<file path="src/hw/rtl/ddmf_pkg.sv">
// Shared types, widths, register codes and saturation helper for the drive step core.
package ddmf_pkg;

	localparam int Q_W     = 32;
	localparam int REG_W   = 31;
	localparam int IDX_W   = 3;
	localparam int MUL_A_W = 36;
	localparam int MUL_B_W = 33;
	localparam int PROD_W  = MUL_A_W + MUL_B_W;
	localparam int SUM_W   = PROD_W + 1;
	localparam int T_W     = 48;
	localparam int M_W     = 35;
	localparam int QD_W    = 36;

	typedef logic signed [Q_W-1:0] q32_t;
	typedef logic [REG_W-1:0]      creg_t;

	typedef struct packed {
		creg_t mu;
		creg_t damp;
		creg_t decay;
		creg_t gain;
	} wcfg_t;

	typedef struct packed {
		q32_t speed;
		q32_t aux;
	} wst_t;

	typedef struct packed {
		logic clip;
		q32_t val;
	} sat_t;

	typedef enum logic [4:0] {
		IDLE,
		T_RED,
		T_OM,
		T_RATE,
		T_GAIN,
		T_TURN,
		T_RDRV,
		T_LDRV,
		W_SPD,
		W_T,
		W_CLAMP,
		W_M,
		W_QMUL,
		W_Q0,
		W_RMUL,
		W_R,
		W_FIX,
		W_SPEED,
		W_AUX1,
		W_AUX2,
		W_AUX3,
		O_DIFF,
		O_MUL,
		O_ANG
	} st_t;

	localparam logic [IDX_W-1:0] REG_FRIC_R  = 3'd0;
	localparam logic [IDX_W-1:0] REG_DAMP_R  = 3'd1;
	localparam logic [IDX_W-1:0] REG_DECAY_R = 3'd2;
	localparam logic [IDX_W-1:0] REG_GAIN_R  = 3'd3;
	localparam logic [IDX_W-1:0] REG_FRIC_L  = 3'd4;
	localparam logic [IDX_W-1:0] REG_DAMP_L  = 3'd5;
	localparam logic [IDX_W-1:0] REG_DECAY_L = 3'd6;
	localparam logic [IDX_W-1:0] REG_GAIN_L  = 3'd7;

	localparam logic signed [SUM_W-1:0] Q_MAX = {{(SUM_W-31){1'b0}}, {31{1'b1}}};
	localparam logic signed [SUM_W-1:0] Q_MIN = ~Q_MAX;

	function automatic sat_t sat32(input logic signed [SUM_W-1:0] x);
		sat_t r;
		if (x > Q_MAX) begin
			r.clip = 1'b1;
			r.val  = Q_MAX[Q_W-1:0];
		end else if (x < Q_MIN) begin
			r.clip = 1'b1;
			r.val  = Q_MIN[Q_W-1:0];
		end else begin
			r.clip = 1'b0;
			r.val  = x[Q_W-1:0];
		end
		return r;
	endfunction

endpackage

</file>
<file path="src/hw/rtl/ddmf_mul.sv">
// Shared signed multiplier with optional half-LSB rounding bias and registered product.
module ddmf_mul #(
	parameter int FRAC_BITS = 16
) (
	input  logic                                  clk,
	input  logic                                  en,
	input  logic                                  rnd,
	input  logic signed [ddmf_pkg::MUL_A_W-1:0]   a,
	input  logic signed [ddmf_pkg::MUL_B_W-1:0]   b,
	output logic signed [ddmf_pkg::PROD_W-1:0]    p
);
	import ddmf_pkg::*;

	localparam logic signed [PROD_W-1:0] HALF = {{(PROD_W-1){1'b0}}, 1'b1} << (FRAC_BITS - 1);

	logic signed [PROD_W-1:0] prod;
	logic signed [PROD_W-1:0] p_q;

	assign prod = PROD_W'(a) * PROD_W'(b);

	always_ff @(posedge clk) begin
		if (en) begin
			p_q <= prod + (rnd ? HALF : '0);
		end
	end

	assign p = p_q;

endmodule

</file>
<file path="config.mk">
export PLATFORM = sky130hd
export DESIGN_NAME = ddmf_mul
export DESIGN_NICKNAME = d
export VERILOG_FILES = /design/src/hw/rtl/ddmf_pkg.sv /design/src/hw/rtl/ddmf_mul.sv
export SDC_FILE = /design/constraint.sdc
export NUM_CORES = 2
export LEC_CHECK = 0
export ABC_AREA = 1
export BUFFER_PORTS_ARGS = -buffer_cell sky130_fd_sc_hd__buf_2
export CORE_ASPECT_RATIO = 0.7
export CORE_MARGIN = 4
export CORE_UTILIZATION = 40
export CTS_CLUSTER_SIZE = 10
export DETAILED_ROUTE_END_ITERATION = 7
export GPL_TIMING_DRIVEN = 0
export SLEW_MARGIN = 20
export SYNTH_ARGS = -nofsm -noshare
export SYNTH_HDL_FRONTEND = slang
export SYNTH_SLANG_ARGS = --single-unit
</file>
<file path="constraint.sdc">
create_clock -name clk -period 12.8 [get_ports clk]
set_input_delay 3.84 -clock clk [delete_from_list [all_inputs] [get_ports clk]]
set_output_delay 3.84 -clock clk [all_outputs]
set_load 0.02 [all_outputs]
</file>
==> key figures <==
Status
  – Status: complete, no violations

Timing
  – Post-route minimum period: 12.55 ns
  – Setup tns final: 0 ns
  – Worst-Margin Slew: around 1.4 ns
  – RSZ-0062 raised after global routing: false
  – Setup violators final: 0
  – Fin crit share: 0.9804
  – Max Clock Freq: between 70 and 80 MHz
  – Final Hold Fails: 0
  – Slew margin rel.: 0.09433
  – Max-slew violations: 0

Synth
  – Synth Area per Inst: between 7 and 8 um^2
  – Top cells by count, synth: 2028 x inv_1, 1627 x nand2_1, 1239 x fa_1
  – Cell area after synthesis: around 0.047 mm^2
  – Count of different cell masters after synthesis: 25
  – Synthesized Nets: between 7000 and 8000
  – Synth async-reset ratio: 0
  – Post-synth top area share: 0.5306
  – EDFF count, synth: 69
  – Largest area contributor in the netlist: fa_1
  – Count leader, synth: inv_1
  – Gate Count Post-Synth: slightly below 6000
  – Synth Register Bits: 69
  – Sequential fraction of the synthesis area: 0.04433
  – Yosys warnings: 0
  – Top FF cell, synth: edfxtp_1
  – Synth area leaders: fa_1 53%, inv_1 16%, nand2_1 13%

Finish
  – Share of cells above drive strength 1: 0.02829
  – Final #Nets: ~7500
  – Final core utilization: 0.4293
  – Area growth, synth to finish: 6.001%
  – Final std cells w/o fill: ~7600
  – Fillers: between 10000 and 15000
  – Largest register FFs: 69

Detailed routing
  – Via/cell ratio: 5.064
  – Final Routed Wirelength: 195000 um
  – DRT Pass-1 Iters: 6
  – ANT nets after route: 0
  – Via count: 38250
  – DRC: 0
  – Routed WL per cell: roughly 26 um
  – Starting DRT DRC Count: approximately 4400

Place
  – GP Congestion: 1.024
  – Hpwl dp: between 150000 and 200000 um
  – Placed Cells: about 7500
  – IO Port Bufs: 72

Critical path
  – Data arrival, critical path: ~13 ns
  – Crit end category: register
  – Startpoint types: input port
  – Critical path class: in2reg
  – Worst-path maximum fanout: 11
  – Buf+Inv Stages, Crit Path: 8
  – CP dominant cell by count: fa_1
  – Critical Path Max Stage Delay: approximately 0.93 ns
  – CP required: 12.88 ns
  – Crit path max-delay family: adder cells
  – Slowest cell on crit path: fa_1

Floorplanning
  – I/O pin total: around 140
  – Die ar.: between 0.1 and 0.15 mm^2
  – Die height: about 300 um
  – Starting density of the core: 0.4050
  – DIE WIDTH: 416.6 um
  – Standard-cell rows: about 100
  – Core Area: roughly 0.12 mm^2

Global route
  – Antenna violations before repair: 15
  – Total track usage: 0.3252
  – Vias in the first global route: approximately 40000
  – First-pass GRT wire length: approximately 280000 um
  – Overflow after GRT: 0
  – Largest net degree at the start of global routing: between 60 and 70

Clock tree
  – Clock tree sinks: 69
  – Post-CTS Hold Buffers: 0
  – Num CTS Buffers: 9
  – CTS tree: yes
  – H-tree depth: 3
  – CTS Root Cell: clkbuf_16
  – CTS max path bufs: 2
  – Clk slew on worst S/H paths: approximately 0.060 ns

Flow run
  – Max-Cap Viols: 0

Hold path
  – Worst hold path type: in2reg
-- what timing repair did --
item                       in CTS  in global routing
setup endpoints to repair      16                 10
resized for setup               5                 12
buffers inserted                0                  3
-- logic make-up after synthesis --
kind of cell	after synthesis	share of synthesized area
fa+ha+maj	1461	0.5901
buf+inv	2304	0.1850
simple gates	1908	0.1581
xor+xnor	37	0.006933
flops	69	0.04433
compound gates	134	0.01552
-- per-layer routing --
| metal | share of wire | routed length (um) | vias up | GRT usage |
|---|---|---|---|---|
| met5 | 0.00026 | 50 | - | 0 |
| met4 | 0.045 | 8784 | 8 | 0.1126 |
| met3 | 0.14 | 26480 | 354 | 0.1059 |
| met2 | 0.40 | 77820 | 2206 | 0.4612 |
| met1 | 0.42 | 81890 | 19440 | 0.4673 |
| li1 | - | - | 16240 | - |
-- layout make-up --
type | count | area [um^2] | area share
multi-input cells | 3540 | 36030 | 0.7271
inverters | 2029 | 7624 | 0.1539
flip-flops and latches | 69 | 2072 | 0.04182
well taps | 1537 | 1923 | 0.03881
plain buffers | 275 | 1096 | 0.02212
repair buffers | 81 | 493.0 | 0.009949
clock buffers | 9 | 225.2 | 0.004545
clock inverters | 7 | 75.07 | 0.001515
diodes | 6 | 15.01 | 0.0003030
-- final timing paths --
kind | startpoint | end | slack [ns] | cells after the start
worst min-delay path | en | p[10] | 3.82 | 1
worst max-delay path | b[1] | p[58] | 0.25 | 26
-- layout by cell type, fill, tap and decap left out, drive strengths merged --
master,netlist,routed
clkdlybuf4s15,0,1
clkinvlp,0,5
a21oi,80,80
nand3b,2,2
nor2,160,160
edfxtp,69,69
nand2,1638,1638
buf,0,81
inv,2028,2027
xnor2,2,2
ha,222,222
clkbuf,275,283
a21o,1,1
clkinv,1,3
diode,0,6
fa,1239,1239
nand3,69,69
nand4,20,20
nor4,5,5
o21bai,18,18
xor2,35,35
o21ai,32,32
or2,7,7
o21a,2,2
a21boi,1,1
bufinv,0,1
nor3,7,7
-- through the flow --
step | setup WS (ns) | hold slack (ns) | area (um^2)
6_report | 0.2513 | 3.825 | 49550
5_1_grt | 0.02716 | 3.821 | 49540
4_1_cts | 0.07429 | 3.812 | 49440
3_5_place_dp | -0.7912 | 4.168 | 49140
3_3_place_gp | -0.6735 | 4.284 | 49030
2_1_floorplan | 1.930 | 3.953 | 46740
Power is left out: the tool's default activity adds up to more than one toggle a clock period on the data nets, which glitch-free logic cannot reach.
